### src/rtl/lsp_pkg.sv
// ----------------------------------------------------------------------------
// Lottery slot picker package
// Shared field widths, stream layout, item kinds and the command and status
// groups between the controller and the datapath.
// ----------------------------------------------------------------------------
package lsp_pkg;

    // Field widths of one input item and one result item.
    localparam int SLOT_W  = 6;
    localparam int TIX_W   = 10;
    localparam int DRAW_W  = 17;
    localparam int TOT_W   = 16;
    localparam int DCNT_W  = 5;

    // Input tdata layout: slot, runnable, ticket_count, random_draw.
    localparam int IN_SLOT_LSB = 0;
    localparam int IN_RUN_LSB  = IN_SLOT_LSB + SLOT_W;
    localparam int IN_TIX_LSB  = IN_RUN_LSB + 1;
    localparam int IN_DRAW_LSB = IN_TIX_LSB + TIX_W;
    localparam int IN_USED_W   = IN_DRAW_LSB + DRAW_W;
    localparam int IN_TDATA_W  = ((IN_USED_W + 7) / 8) * 8;

    // Output tdata layout: chosen_slot, found, total_held.
    localparam int OUT_SLOT_LSB  = 0;
    localparam int OUT_FOUND_LSB = OUT_SLOT_LSB + SLOT_W;
    localparam int OUT_TOT_LSB   = OUT_FOUND_LSB + 1;
    localparam int OUT_USED_W    = OUT_TOT_LSB + TOT_W;
    localparam int OUT_TDATA_W   = ((OUT_USED_W + 7) / 8) * 8;

    // Item kinds carried on tuser.
    localparam logic KIND_UPDATE = 1'b0;
    localparam logic KIND_DRAW   = 1'b1;

    // Commands from the controller to the datapath.
    typedef struct packed {
        logic upd_wr;
        logic start;
        logic sum_en;
        logic div_init;
        logic div_step;
        logic walk_init;
        logic walk_en;
        logic out_load;
    } lsp_cmd_t;

    // Status from the datapath to the controller.
    typedef struct packed {
        logic scan_done;
        logic total_zero;
        logic div_last;
        logic hit;
    } lsp_sts_t;

endpackage

### src/rtl/lottery_slot_picker.sv
// ----------------------------------------------------------------------------
// Lottery slot picker
// Lottery scheduling over a table of slots with ticket counts and runnable
// flags.
// ----------------------------------------------------------------------------
// An update item (tuser 0) writes one slot's ticket count and runnable flag
// and yields no result; slots at or beyond SLOTS are ignored. A draw item
// (tuser 1) yields one result: the winning slot, a found flag and the
// saturated ticket total. A draw makes a summing pass over the single read
// port of the ticket memory, one slot per cycle, then the bit-serial modulo,
// then a walk pass at the same rate that stops at the winner and is skipped
// when the total is zero. The runnable flags are flip-flops cleared by
// reset, so no clearing pass is needed. A finished result waits in an output
// register while the next item is taken.
// ----------------------------------------------------------------------------
module lottery_slot_picker #(
    parameter int SLOTS = 64
) (
    input  logic                               clk,
    input  logic                               rst_n,
    input  logic                               s_tvalid,
    output logic                               s_tready,
    // slot[5:0], runnable[6], ticket_count[16:7], random_draw[33:17], zeros
    input  logic [lsp_pkg::IN_TDATA_W-1:0]     s_tdata,
    // kind
    input  logic                               s_tuser,
    output logic                               m_tvalid,
    input  logic                               m_tready,
    // chosen_slot[5:0], found[6], total_held[22:7], zeros
    output logic [lsp_pkg::OUT_TDATA_W-1:0]    m_tdata
);
    import lsp_pkg::*;

    lsp_cmd_t cmd;
    lsp_sts_t sts;

    // Sequencer.
    lsp_ctrl u_ctrl (
        .clk      (clk),
        .rst_n    (rst_n),
        .s_tvalid (s_tvalid),
        .s_tready (s_tready),
        .s_tuser  (s_tuser),
        .m_tvalid (m_tvalid),
        .m_tready (m_tready),
        .cmd      (cmd),
        .sts      (sts)
    );

    // Storage and arithmetic.
    lsp_datapath #(
        .SLOTS (SLOTS)
    ) u_datapath (
        .clk     (clk),
        .rst_n   (rst_n),
        .s_tdata (s_tdata),
        .cmd     (cmd),
        .sts     (sts),
        .m_tdata (m_tdata)
    );

endmodule

### src/rtl/lsp_datapath.sv
// ----------------------------------------------------------------------------
// Lottery slot picker datapath
// Ticket memory, runnable flags, ticket summing, serial modulo, winner walk
// and the result payload register.
// ----------------------------------------------------------------------------
module lsp_datapath #(
    parameter int SLOTS = 64
) (
    input  logic                                clk,
    input  logic                                rst_n,
    input  logic [lsp_pkg::IN_TDATA_W-1:0]      s_tdata,
    input  lsp_pkg::lsp_cmd_t                   cmd,
    output lsp_pkg::lsp_sts_t                   sts,
    output logic [lsp_pkg::OUT_TDATA_W-1:0]     m_tdata
);
    import lsp_pkg::*;

    localparam int IDX_W = (SLOTS > 1) ? $clog2(SLOTS) : 1;
    localparam int CW    = IDX_W + 1;
    localparam int SUM_W = $clog2(SLOTS * ((1 << TIX_W) - 1) + 1);

    // Input fields.
    logic [SLOT_W-1:0] slot_in;
    logic              run_in;
    logic [TIX_W-1:0]  tix_in;
    logic [DRAW_W-1:0] draw_in;
    logic              in_range;
    logic [IDX_W-1:0]  waddr;

    assign slot_in  = s_tdata[IN_SLOT_LSB +: SLOT_W];
    assign run_in   = s_tdata[IN_RUN_LSB];
    assign tix_in   = s_tdata[IN_TIX_LSB +: TIX_W];
    assign draw_in  = s_tdata[IN_DRAW_LSB +: DRAW_W];
    assign in_range = (9'(slot_in) < 9'(SLOTS));
    assign waddr    = IDX_W'(slot_in);

    // Registers.
    logic [CW-1:0]     cnt_reg, cnt_next;
    logic              pvld_reg;
    logic [IDX_W-1:0]  pidx_reg;
    logic [TIX_W-1:0]  rdata_reg;
    logic [SLOTS-1:0]  flags_reg, flags_next;
    logic [SUM_W-1:0]  acc_reg, acc_next;
    logic [SUM_W-1:0]  rem_reg, rem_next;
    logic [DRAW_W-1:0] dq_reg, dq_next;
    logic [DCNT_W-1:0] bitcnt_reg, bitcnt_next;
    logic [SUM_W-1:0]  run_reg, run_next;
    logic [IDX_W-1:0]  chosen_reg, chosen_next;
    logic [SLOT_W-1:0] out_slot_reg;
    logic              out_found_reg;
    logic [TOT_W-1:0]  out_total_reg;

    logic [TIX_W-1:0]  mem [SLOTS];

    // Scan control and flag of the slot whose tickets are in the read register.
    logic              issue;
    logic              flag_p;
    assign issue  = (cmd.sum_en || cmd.walk_en) && (cnt_reg < CW'(SLOTS));
    assign flag_p = flags_reg[pidx_reg];

    // Restoring division step: remainder only.
    logic [SUM_W:0] trial;
    logic           trial_ge;
    assign trial    = {rem_reg, dq_reg[DRAW_W-1]};
    assign trial_ge = (trial >= {1'b0, acc_reg});

    // Walk compare against winner = remainder + 1.
    logic [SUM_W-1:0] winner;
    logic [SUM_W:0]   new_run;
    logic             hit;
    assign winner  = rem_reg + SUM_W'(1);
    assign new_run = (SUM_W+1)'(run_reg) + (SUM_W+1)'(rdata_reg);
    assign hit     = cmd.walk_en && pvld_reg && flag_p && (new_run >= (SUM_W+1)'(winner));

    // Saturated total for the result.
    logic [31:0]      acc_ext;
    logic [TOT_W-1:0] total_sat;
    assign acc_ext   = 32'(acc_reg);
    assign total_sat = (acc_ext > 32'd65535) ? {TOT_W{1'b1}} : acc_ext[TOT_W-1:0];

    // Status to the controller.
    assign sts.scan_done  = (cnt_reg == CW'(SLOTS)) && !pvld_reg;
    assign sts.total_zero = (acc_reg == '0);
    assign sts.div_last   = (bitcnt_reg == '0);
    assign sts.hit        = hit;

    // Next-state logic of the datapath registers.
    always_comb
    begin
        cnt_next    = cnt_reg;
        flags_next  = flags_reg;
        acc_next    = acc_reg;
        rem_next    = rem_reg;
        dq_next     = dq_reg;
        bitcnt_next = bitcnt_reg;
        run_next    = run_reg;
        chosen_next = chosen_reg;

        if (cmd.start || cmd.walk_init)
        begin
            cnt_next = '0;
        end
        else if (issue)
        begin
            cnt_next = cnt_reg + CW'(1);
        end

        if (cmd.start)
        begin
            acc_next    = '0;
            dq_next     = draw_in;
            chosen_next = '0;
        end
        else if (cmd.sum_en && pvld_reg && flag_p)
        begin
            acc_next = acc_reg + SUM_W'(rdata_reg);
        end

        if (cmd.div_init)
        begin
            rem_next    = '0;
            bitcnt_next = DCNT_W'(DRAW_W - 1);
        end
        else if (cmd.div_step)
        begin
            rem_next    = trial_ge ? SUM_W'(trial - {1'b0, acc_reg}) : SUM_W'(trial);
            dq_next     = {dq_reg[DRAW_W-2:0], 1'b0};
            bitcnt_next = bitcnt_reg - DCNT_W'(1);
        end

        if (cmd.walk_init)
        begin
            run_next = '0;
        end
        else if (cmd.walk_en && pvld_reg && flag_p)
        begin
            run_next = SUM_W'(new_run);
        end

        if (cmd.upd_wr && in_range)
        begin
            flags_next[waddr] = run_in;
        end
        if (hit)
        begin
            flags_next[pidx_reg] = 1'b0;
            chosen_next          = pidx_reg;
        end
    end

    // Control state of the datapath.
    always_ff @(posedge clk or negedge rst_n)
    begin
        if (!rst_n)
        begin
            cnt_reg   <= '0;
            pvld_reg  <= 1'b0;
            flags_reg <= '0;
        end
        else
        begin
            cnt_reg   <= cnt_next;
            pvld_reg  <= issue;
            flags_reg <= flags_next;
        end
    end

    // Payload registers.
    always_ff @(posedge clk)
    begin
        pidx_reg   <= cnt_reg[IDX_W-1:0];
        acc_reg    <= acc_next;
        rem_reg    <= rem_next;
        dq_reg     <= dq_next;
        bitcnt_reg <= bitcnt_next;
        run_reg    <= run_next;
        chosen_reg <= chosen_next;
        if (cmd.out_load)
        begin
            out_slot_reg  <= SLOT_W'(chosen_reg);
            out_found_reg <= !sts.total_zero;
            out_total_reg <= total_sat;
        end
    end

    // Ticket memory: one write port for updates, one registered read port.
    always_ff @(posedge clk)
    begin
        if (cmd.upd_wr && in_range)
        begin
            mem[waddr] <= tix_in;
        end
        rdata_reg <= mem[cnt_reg[IDX_W-1:0]];
    end

    // Result packing.
    always_comb
    begin
        m_tdata = '0;
        m_tdata[OUT_SLOT_LSB +: SLOT_W] = out_slot_reg;
        m_tdata[OUT_FOUND_LSB]          = out_found_reg;
        m_tdata[OUT_TOT_LSB +: TOT_W]   = out_total_reg;
    end

    // A winning slot is no longer runnable afterwards.
    a_hit_clears: assert property (@(posedge clk) disable iff (!rst_n)
        hit |=> !flags_reg[$past(pidx_reg)])
        else $error("winning slot still runnable");

    // Before the crossing the running sum stays below the winner.
    a_run_below: assert property (@(posedge clk) disable iff (!rst_n)
        cmd.walk_en |-> (run_reg < winner))
        else $error("running sum passed winner without a pick");

    // The remainder stays below the total while dividing.
    a_rem_range: assert property (@(posedge clk) disable iff (!rst_n)
        cmd.div_step |-> (rem_reg < acc_reg))
        else $error("remainder not below total");

endmodule

### src/rtl/lsp_ctrl.sv
// ----------------------------------------------------------------------------
// Lottery slot picker controller
// Sequences each draw through summing, modulo, walk (skipped when the total
// is zero) and result hand-off, and writes update items from idle.
// ----------------------------------------------------------------------------
module lsp_ctrl (
    input  logic               clk,
    input  logic               rst_n,
    input  logic               s_tvalid,
    output logic               s_tready,
    input  logic               s_tuser,
    output logic               m_tvalid,
    input  logic               m_tready,
    output lsp_pkg::lsp_cmd_t  cmd,
    input  lsp_pkg::lsp_sts_t  sts
);
    import lsp_pkg::*;

    localparam logic [2:0] S_IDLE = 3'd0;
    localparam logic [2:0] S_SUM  = 3'd1;
    localparam logic [2:0] S_DIV  = 3'd2;
    localparam logic [2:0] S_WALK = 3'd3;
    localparam logic [2:0] S_DONE = 3'd4;

    logic [2:0] state_reg, state_next;
    logic       m_tvalid_reg, m_tvalid_next;
    logic       accept;

    assign s_tready = (state_reg == S_IDLE);
    assign accept   = s_tvalid && s_tready;
    assign m_tvalid = m_tvalid_reg;

    // Sequencing of one item.
    always_comb
    begin
        state_next = state_reg;
        cmd        = '0;
        case (state_reg)
            S_IDLE:
            begin
                if (accept)
                begin
                    if (s_tuser == KIND_UPDATE)
                    begin
                        cmd.upd_wr = 1'b1;
                    end
                    else
                    begin
                        cmd.start  = 1'b1;
                        state_next = S_SUM;
                    end
                end
            end
            S_SUM:
            begin
                cmd.sum_en = 1'b1;
                if (sts.scan_done)
                begin
                    cmd.div_init = 1'b1;
                    state_next   = S_DIV;
                end
            end
            S_DIV:
            begin
                if (sts.total_zero)
                begin
                    state_next = S_DONE;
                end
                else
                begin
                    cmd.div_step = 1'b1;
                    if (sts.div_last)
                    begin
                        cmd.walk_init = 1'b1;
                        state_next    = S_WALK;
                    end
                end
            end
            S_WALK:
            begin
                cmd.walk_en = 1'b1;
                if (sts.hit)
                begin
                    state_next = S_DONE;
                end
            end
            S_DONE:
            begin
                if (!m_tvalid_reg || m_tready)
                begin
                    cmd.out_load = 1'b1;
                    state_next   = S_IDLE;
                end
            end
            default:
            begin
                state_next = S_IDLE;
            end
        endcase
    end

    // Output valid: set on load, cleared once the item is taken.
    always_comb
    begin
        if (cmd.out_load)
        begin
            m_tvalid_next = 1'b1;
        end
        else if (m_tready)
        begin
            m_tvalid_next = 1'b0;
        end
        else
        begin
            m_tvalid_next = m_tvalid_reg;
        end
    end

    // State registers.
    always_ff @(posedge clk or negedge rst_n)
    begin
        if (!rst_n)
        begin
            state_reg    <= S_IDLE;
            m_tvalid_reg <= 1'b0;
        end
        else
        begin
            state_reg    <= state_next;
            m_tvalid_reg <= m_tvalid_next;
        end
    end

    // A draw item always starts the summing pass.
    a_draw_starts: assert property (@(posedge clk) disable iff (!rst_n)
        (accept && (s_tuser == KIND_DRAW)) |=> (state_reg == S_SUM))
        else $error("draw item did not start summing");

    // With no runnable tickets the draw skips the walk.
    a_zero_skips: assert property (@(posedge clk) disable iff (!rst_n)
        ((state_reg == S_DIV) && sts.total_zero) |=> (state_reg == S_DONE))
        else $error("empty draw entered the walk");

    // A loaded result is offered on the next cycle.
    a_load_valid: assert property (@(posedge clk) disable iff (!rst_n)
        cmd.out_load |=> m_tvalid_reg)
        else $error("loaded result not offered");

endmodule
### config.mk
export PLATFORM = sky130hd
export DESIGN_NAME = lottery_slot_picker
export DESIGN_NICKNAME = d
export VERILOG_FILES = /design/src/rtl/lsp_pkg.sv /design/src/rtl/lottery_slot_picker.sv /design/src/rtl/lsp_datapath.sv /design/src/rtl/lsp_ctrl.sv
export SDC_FILE = /design/constraint.sdc
export NUM_CORES = 1
export LEC_CHECK = 0
export CAP_MARGIN = 5
export CORE_AREA = 3 3 345 177
export CTS_CLUSTER_DIAMETER = 120
export CTS_CLUSTER_SIZE = 20
export DETAILED_ROUTE_END_ITERATION = 7
export DIE_AREA = 0 0 348 180
export DONT_BUFFER_PORTS = 1
export PLACE_DENSITY = 0.75
export SYNTH_ARGS = -nofsm -noshare
export SYNTH_HDL_FRONTEND = slang
export SYNTH_SLANG_ARGS = --single-unit
### constraint.sdc
create_clock -name clk -period 5.2 [get_ports clk]
set_input_delay 1.04 -clock clk [delete_from_list [all_inputs] [get_ports clk]]
set_output_delay 1.04 -clock clk [all_outputs]
set_load 0.02 [all_outputs]
# After elaboration in Yosys (flattened, before gate mapping)
# Memory sizes are Yosys's and may differ from the RTL's. A register that Yosys moved wholly into a read port is not among the register bits.
# Index checks and enable logic that the tools add are counted.
# classes
add_sub_neg	6
mul	0
n_div	0
magnitude_cmp	8
n_eq_ne	11
n_shift	0
mux	41
bitwise_logic	2
reduce_logical	23
# ops
cell	n
2-to-1 mux 64 bit	2
AND 64 bit	1
bitwise mux 64 bit	1
inverter 64 bit	1
2-to-1 mux 17 bit	3
>= comparator 17 x 16 -> 1 bit	2
2-to-1 mux 3 bit	7
adder 16 x 10 -> 17 bit	1
adder 16 x 1 -> 16 bit, second input constant	1
adder 16 x 10 -> 16 bit	1
greater-than comparator 16 bit, second input constant	1
zero test 16 bit	1
2-to-1 mux 16 bit	1
subtractor 16 bit	1
case mux 3 bit (5 select lines)	1
< comparator 6 x 7 -> 1 bit, second input constant	2
2-to-1 mux 1 bit	14
2-to-1 mux 7 bit	2
demux 1 bit (select 6 bit)	2
>= comparator 6 x 1 -> 1 bit, second input constant	2
2-to-1 mux 6 bit	2
logical AND 1 bit	10
2-to-1 mux 2 bit	5
adder 7 x 1 -> 7 bit, second input constant	1
16 further kinds	26
# totals
ff_bits	181
latchBits	0
mem_bits_rw	640
mem_bits_ro	0
inputBits	45
mem_count	1
# memory_table
memory	words	width	read_ports	rd_ports_with_merged_regs	write_ports	line	text
u_datapath.mem	64	10	1	1	1	lsp_datapath.sv:53	logic [TIX_W-1:0] mem [SLOTS];

# Depth between registers and ports, before layout
# logic_depth
ltp_word	8
depth_mapped	19

# Hierarchy
# From an unflattened synthesis, not the netlist that was laid out.
# hier_totals
cells_unflattened	2111
hier_area_um2	35241.3
# modules_own_cells
mod	n_inst	cells_each	area_each_um2	seq_area_each_um2
lsp_datapath	1	2075	34937.3	23612.6
lsp_ctrl	1	36	304.0	100.1

# Least setup slack after synthesis
# Ideal clock, no wire load.
# synth_timing
kind	register -> register
startpoint	register u_datapath.rdata_reg[1], read port of u_datapath.mem
endpoint	register u_datapath.chosen_reg[0], enable pin
arrival_ns	3.533
t_required_ns	4.912
setup_slack_ns	1.380
path_stages_with_launch	17
synth_period_minus_slack_ns	3.820
cell_sequence	dfxtp_1 ha_1 a21oi_1 nor2b_1 o31a_1 o41ai_1 o211ai_1 a211oi_1 ha_1 a21o_1 a21o_1 a21oi_1 o21ai_0 a21o_1 o21ai_2 buf_2 nand2_1
# synth_between
elab_chain_cells	4
# synth_lines
element	line	text
start, declared	lsp_datapath.sv:41	logic [TIX_W-1:0] rdata_reg;
adder 16 x 10 -> 17 bit	lsp_datapath.sv:72	assign new_run = (SUM_W+1)'(run_reg) + (SUM_W+1)'(rdata_reg);
net u_datapath.new_run[9]	lsp_datapath.sv:69	logic [SUM_W:0] new_run;
>= comparator 17 x 16 -> 1 bit	lsp_datapath.sv:73	assign hit = cmd.walk_en && pvld_reg && flag_p && (new_run >= (SUM_W+1)'(winner));
logical AND 1 bit	lsp_datapath.sv:73	
nonzero test 2 bit (no source line)	-	
end signal, assigned	lsp_datapath.sv:177	chosen_reg <= chosen_next;
end, declared	lsp_datapath.sv:48	logic [IDX_W-1:0] chosen_reg, chosen_next;
# The timed path passes the listed nets, and every way through them passes these cells.
# A chain may end at the register's enable or synchronous reset.

# Worst setup path after layout
# layout_timing
startpoint	register u_datapath.run_reg[0]
endpoint	register u_datapath.flags_reg[44]
# layout_between
elab_chain_cells	4
# layout_lines
element	line	text
start, declared	lsp_datapath.sv:47	logic [SUM_W-1:0] run_reg, run_next;
start signal, assigned	lsp_datapath.sv:176	run_reg <= run_next;
adder 16 x 10 -> 17 bit	lsp_datapath.sv:72	
net u_datapath.new_run[14]	lsp_datapath.sv:69	
>= comparator 17 x 16 -> 1 bit	lsp_datapath.sv:73	
logical AND 1 bit	lsp_datapath.sv:73	
2-to-1 mux 64 bit	lsp_datapath.sv:144	if (hit)
net u_datapath.flags_next[44]	lsp_datapath.sv:42	logic [SLOTS-1:0] flags_reg, flags_next;
end signal, assigned	lsp_datapath.sv:164	flags_reg <= flags_next;
end, declared	lsp_datapath.sv:42	
# The timed path passes the listed nets, and every way through them passes these cells.

==> impl_metrics.json <==
{
  "grt_pass1_wl_um": 126800,
  "p_leak_nw": 12.44,
  "rsz0062_at_grt": "no",
  "worstSetupStartpointType": "register",
  "place_congestion": 0.9686,
  "dp_cells": 2829,
  "cts_resized": 0,
  "setup_violations": 0,
  "syn_area_per_cell_um2": 16.88,
  "max_cap_violations": 0,
  "drc_errors": 0,
  "yosysSeqAreaShare_pct": 68.04,
  "worstMarginPinSlew_ps": 1236,
  "grt_max_degree": 77,
  "gr-total-overflow": 0,
  "arrival_ps": 5270,
  "cellPowerDensity_nw_per_um2": 458.4,
  "final_cell_mix": "669 x edfxtp_1, 211 x mux4_2, 167 x nor2_1, 105 x mux2i_1",
  "hold_viol_final": 0,
  "cts_inserted_buffers": 47,
  "r2r_start": "u_datapath.run_reg[0]",
  "clkTransAtPathRegs_ps": 90,
  "largest_register_ffs": 640,
  "grt.total_usage_pct": 27.52,
  "synthToLayoutAreaGrowth_pct": 7.661,
  "syn-cell-area_um2": 34850,
  "vias": 19470,
  "tns_ps": 0,
  "cts_tree": "built",
  "crit_required_ps": 5640,
  "period_share_pct": 92.76,
  "crit_start": "u_datapath.run_reg[0]",
  "dp_hpwl_um": 55830,
  "portBuffers": 0,
  "htreeDepth": 2,
  "relSlewSlack_pct": 16.99,
  "hold_buffers": 0,
  "insertion_delay_ps": 600,
  "first_iter_violations": 2762,
  "clock_skew_ps": 14.12,
  "final_nets": 2203,
  "rows": 63,
  "synth_cell_types": 72,
  "die_w_um": 348,
  "routed_wl_um": 85250,
  "cp_max_fo": 17,
  "fin_cells": 2917,
  "synth_flop_cell": "edfxtp_1",
  "cts_setup_buffers": 0,
  "ys_seq_elements": 831,
  "mostFrequentLayoutCell": "edfxtp_1",
  "antenna_found_initial": 5,
  "hold_path_class": "input port to async pin",
  "clock_sink_count": 831,
  "synthCells": 2065,
  "peakVddDrop_uv": 327.4,
  "drive_above_1_share_pct": 17.84,
  "dr.pass1.iters": 7,
  "drtAntennaViolNets": 0,
  "crit_type": "register to register",
  "wl_per_cell_um": 29.22,
  "root_buffer": "clkbuf_16",
  "die_area_um2": 62640,
  "yosys_warnings": 0,
  "syn_nets": 2169,
  "synth_edf_count": 669,
  "drv_slew": 0,
  "async_reset_ff_share_pct": 9.146,
  "status": "complete, no violations",
  "start_util_pct": 59.51,
  "core_area_um2": 58570,
  "fmax_mhz": 207.3,
  "grt_pass1_vias": 18940,
  "via_per_inst": 6.676,
  "io_pins": 71,
  "clock_path_buffers": 3,
  "crit_path_end_kind": "register",
  "die-height_um": 180,
  "layout_min_cycle_time_ps": 4824
}
kinds of logic after synthesis:
group | synth area share [%]
adder cells (fa/ha/maj) | 2.183
AND/OR/NAND/NOR | 5.353
XOR/XNOR | 1.282
flip-flops | 68.04
multiplexers | 16.81
AO/OA/AOI/OAI | 4.570
buffers and inverters | 1.748
other | 0.01076
synth_stat cells, types with 11 or more instances:
cell type  count  area share (%)
mux2i_1      105             3.0
edfxtp_1     669              58
nand3_1       24            0.34
buf_2         11            0.16
a31oi_1       24            0.43
o21ai_0       34            0.49
nor2_1       168             1.8
dfrtp_1       76             5.5
a211oi_1      20            0.43
dfxtp_1       86             4.9
inv_1         41            0.44
nor3_1        25            0.36
buf_1         22            0.24
nor2b_1       18            0.32
ha_1          56             2.0
a21oi_1       97             1.4
nand2_1       96             1.0
or3_1         11            0.20
mux4_2       211              14
clkbuf_1      61            0.66
xnor2_1       33            0.83
o31ai_1       12            0.26
xor2_1        18            0.45
stage by stage:
step	instance area, µm²	utilization, %	hold slack (ps)	setup WS [ps]	power (mW)
4_1_cts	37500	64.03	105.6	493.1	17.19
6_report	37520	64.06	129.7	376.3	17.20
2_1_floorplan	34850	-	345.4	1380	11.68
3_5_place_dp	36130	61.69	421.7	561.8	13.39
5_1_grt	37520	64.06	102.2	45.03	17.92
3_3_place_gp	36130	61.69	423.3	639.8	13.31
per-layer routing:
| layer | share of wire [%] | global-route usage [%] | vias up | wire length, µm |
|---|---|---|---|---|
| met5 | 0.015 | 0 | - | 13 |
| met4 | 1.7 | 4.970 | 2 | 1466 |
| met3 | 13 | 9.901 | 115 | 11230 |
| met2 | 41 | 36.36 | 1095 | 34900 |
| met1 | 44 | 44.42 | 10050 | 37630 |
| li1 | - | - | 8208 | - |
critical path: stages, from the launching register on:
cell and delay (ps):
dfxtp_1 330, ha_1 220, fa_1 410, a21oi_1 280, o21a_1 190, o21ai_0 160
a41oi_1 550, nor2_1 140, xor2_1 180, ha_1 340, nand4_1 180, o21ai_0 270
a21o_1 130, o21ai_2 60, buf_4 240, nor3_1 790, a21oi_1 180
power breakdown:
| group | internal [mW] | leakage (nW) | total, mW | switching [mW] |
|---|---|---|---|---|
| Sequential | 7.43 | 7.76 | 8.08 | 0.654 |
| Combinational | 2.51 | 4.03 | 5.27 | 2.76 |
| Clock | 1.78 | 0.652 | 3.86 | 2.07 |
final timing paths:
path / to / slack (ps) / cells after the start
min reg2reg: u_datapath.out_slot_reg[0] / 440 / 0
max in group asynchronous: u_datapath.flags_reg[38] / 4890 / 0
max reg2reg: u_datapath.flags_reg[44] / 380 / 16
max: u_datapath.flags_reg[44] / 380 / 16
min: u_ctrl.state_reg[0] / 130 / 0
min in group clk: u_datapath.out_slot_reg[0] / 440 / 0
final cells by class:
| class | count | area [µm²] |
|---|---|---|
| Clock inverter | 1 | 11.26 |
| Fill cell | 3942 | 21050 |
| Multi-Input combinational cell | 1088 | 10560 |
| Timing Repair Buffer | 88 | 730.7 |
| Inverter | 43 | 161.4 |
| Antenna cell | 1 | 2.502 |
| Tap cell | 780 | 975.9 |
| Sequential cell | 831 | 23720 |
| Clock buffer | 85 | 1361 |
Note: power is estimated with default switching activity, not from simulation.
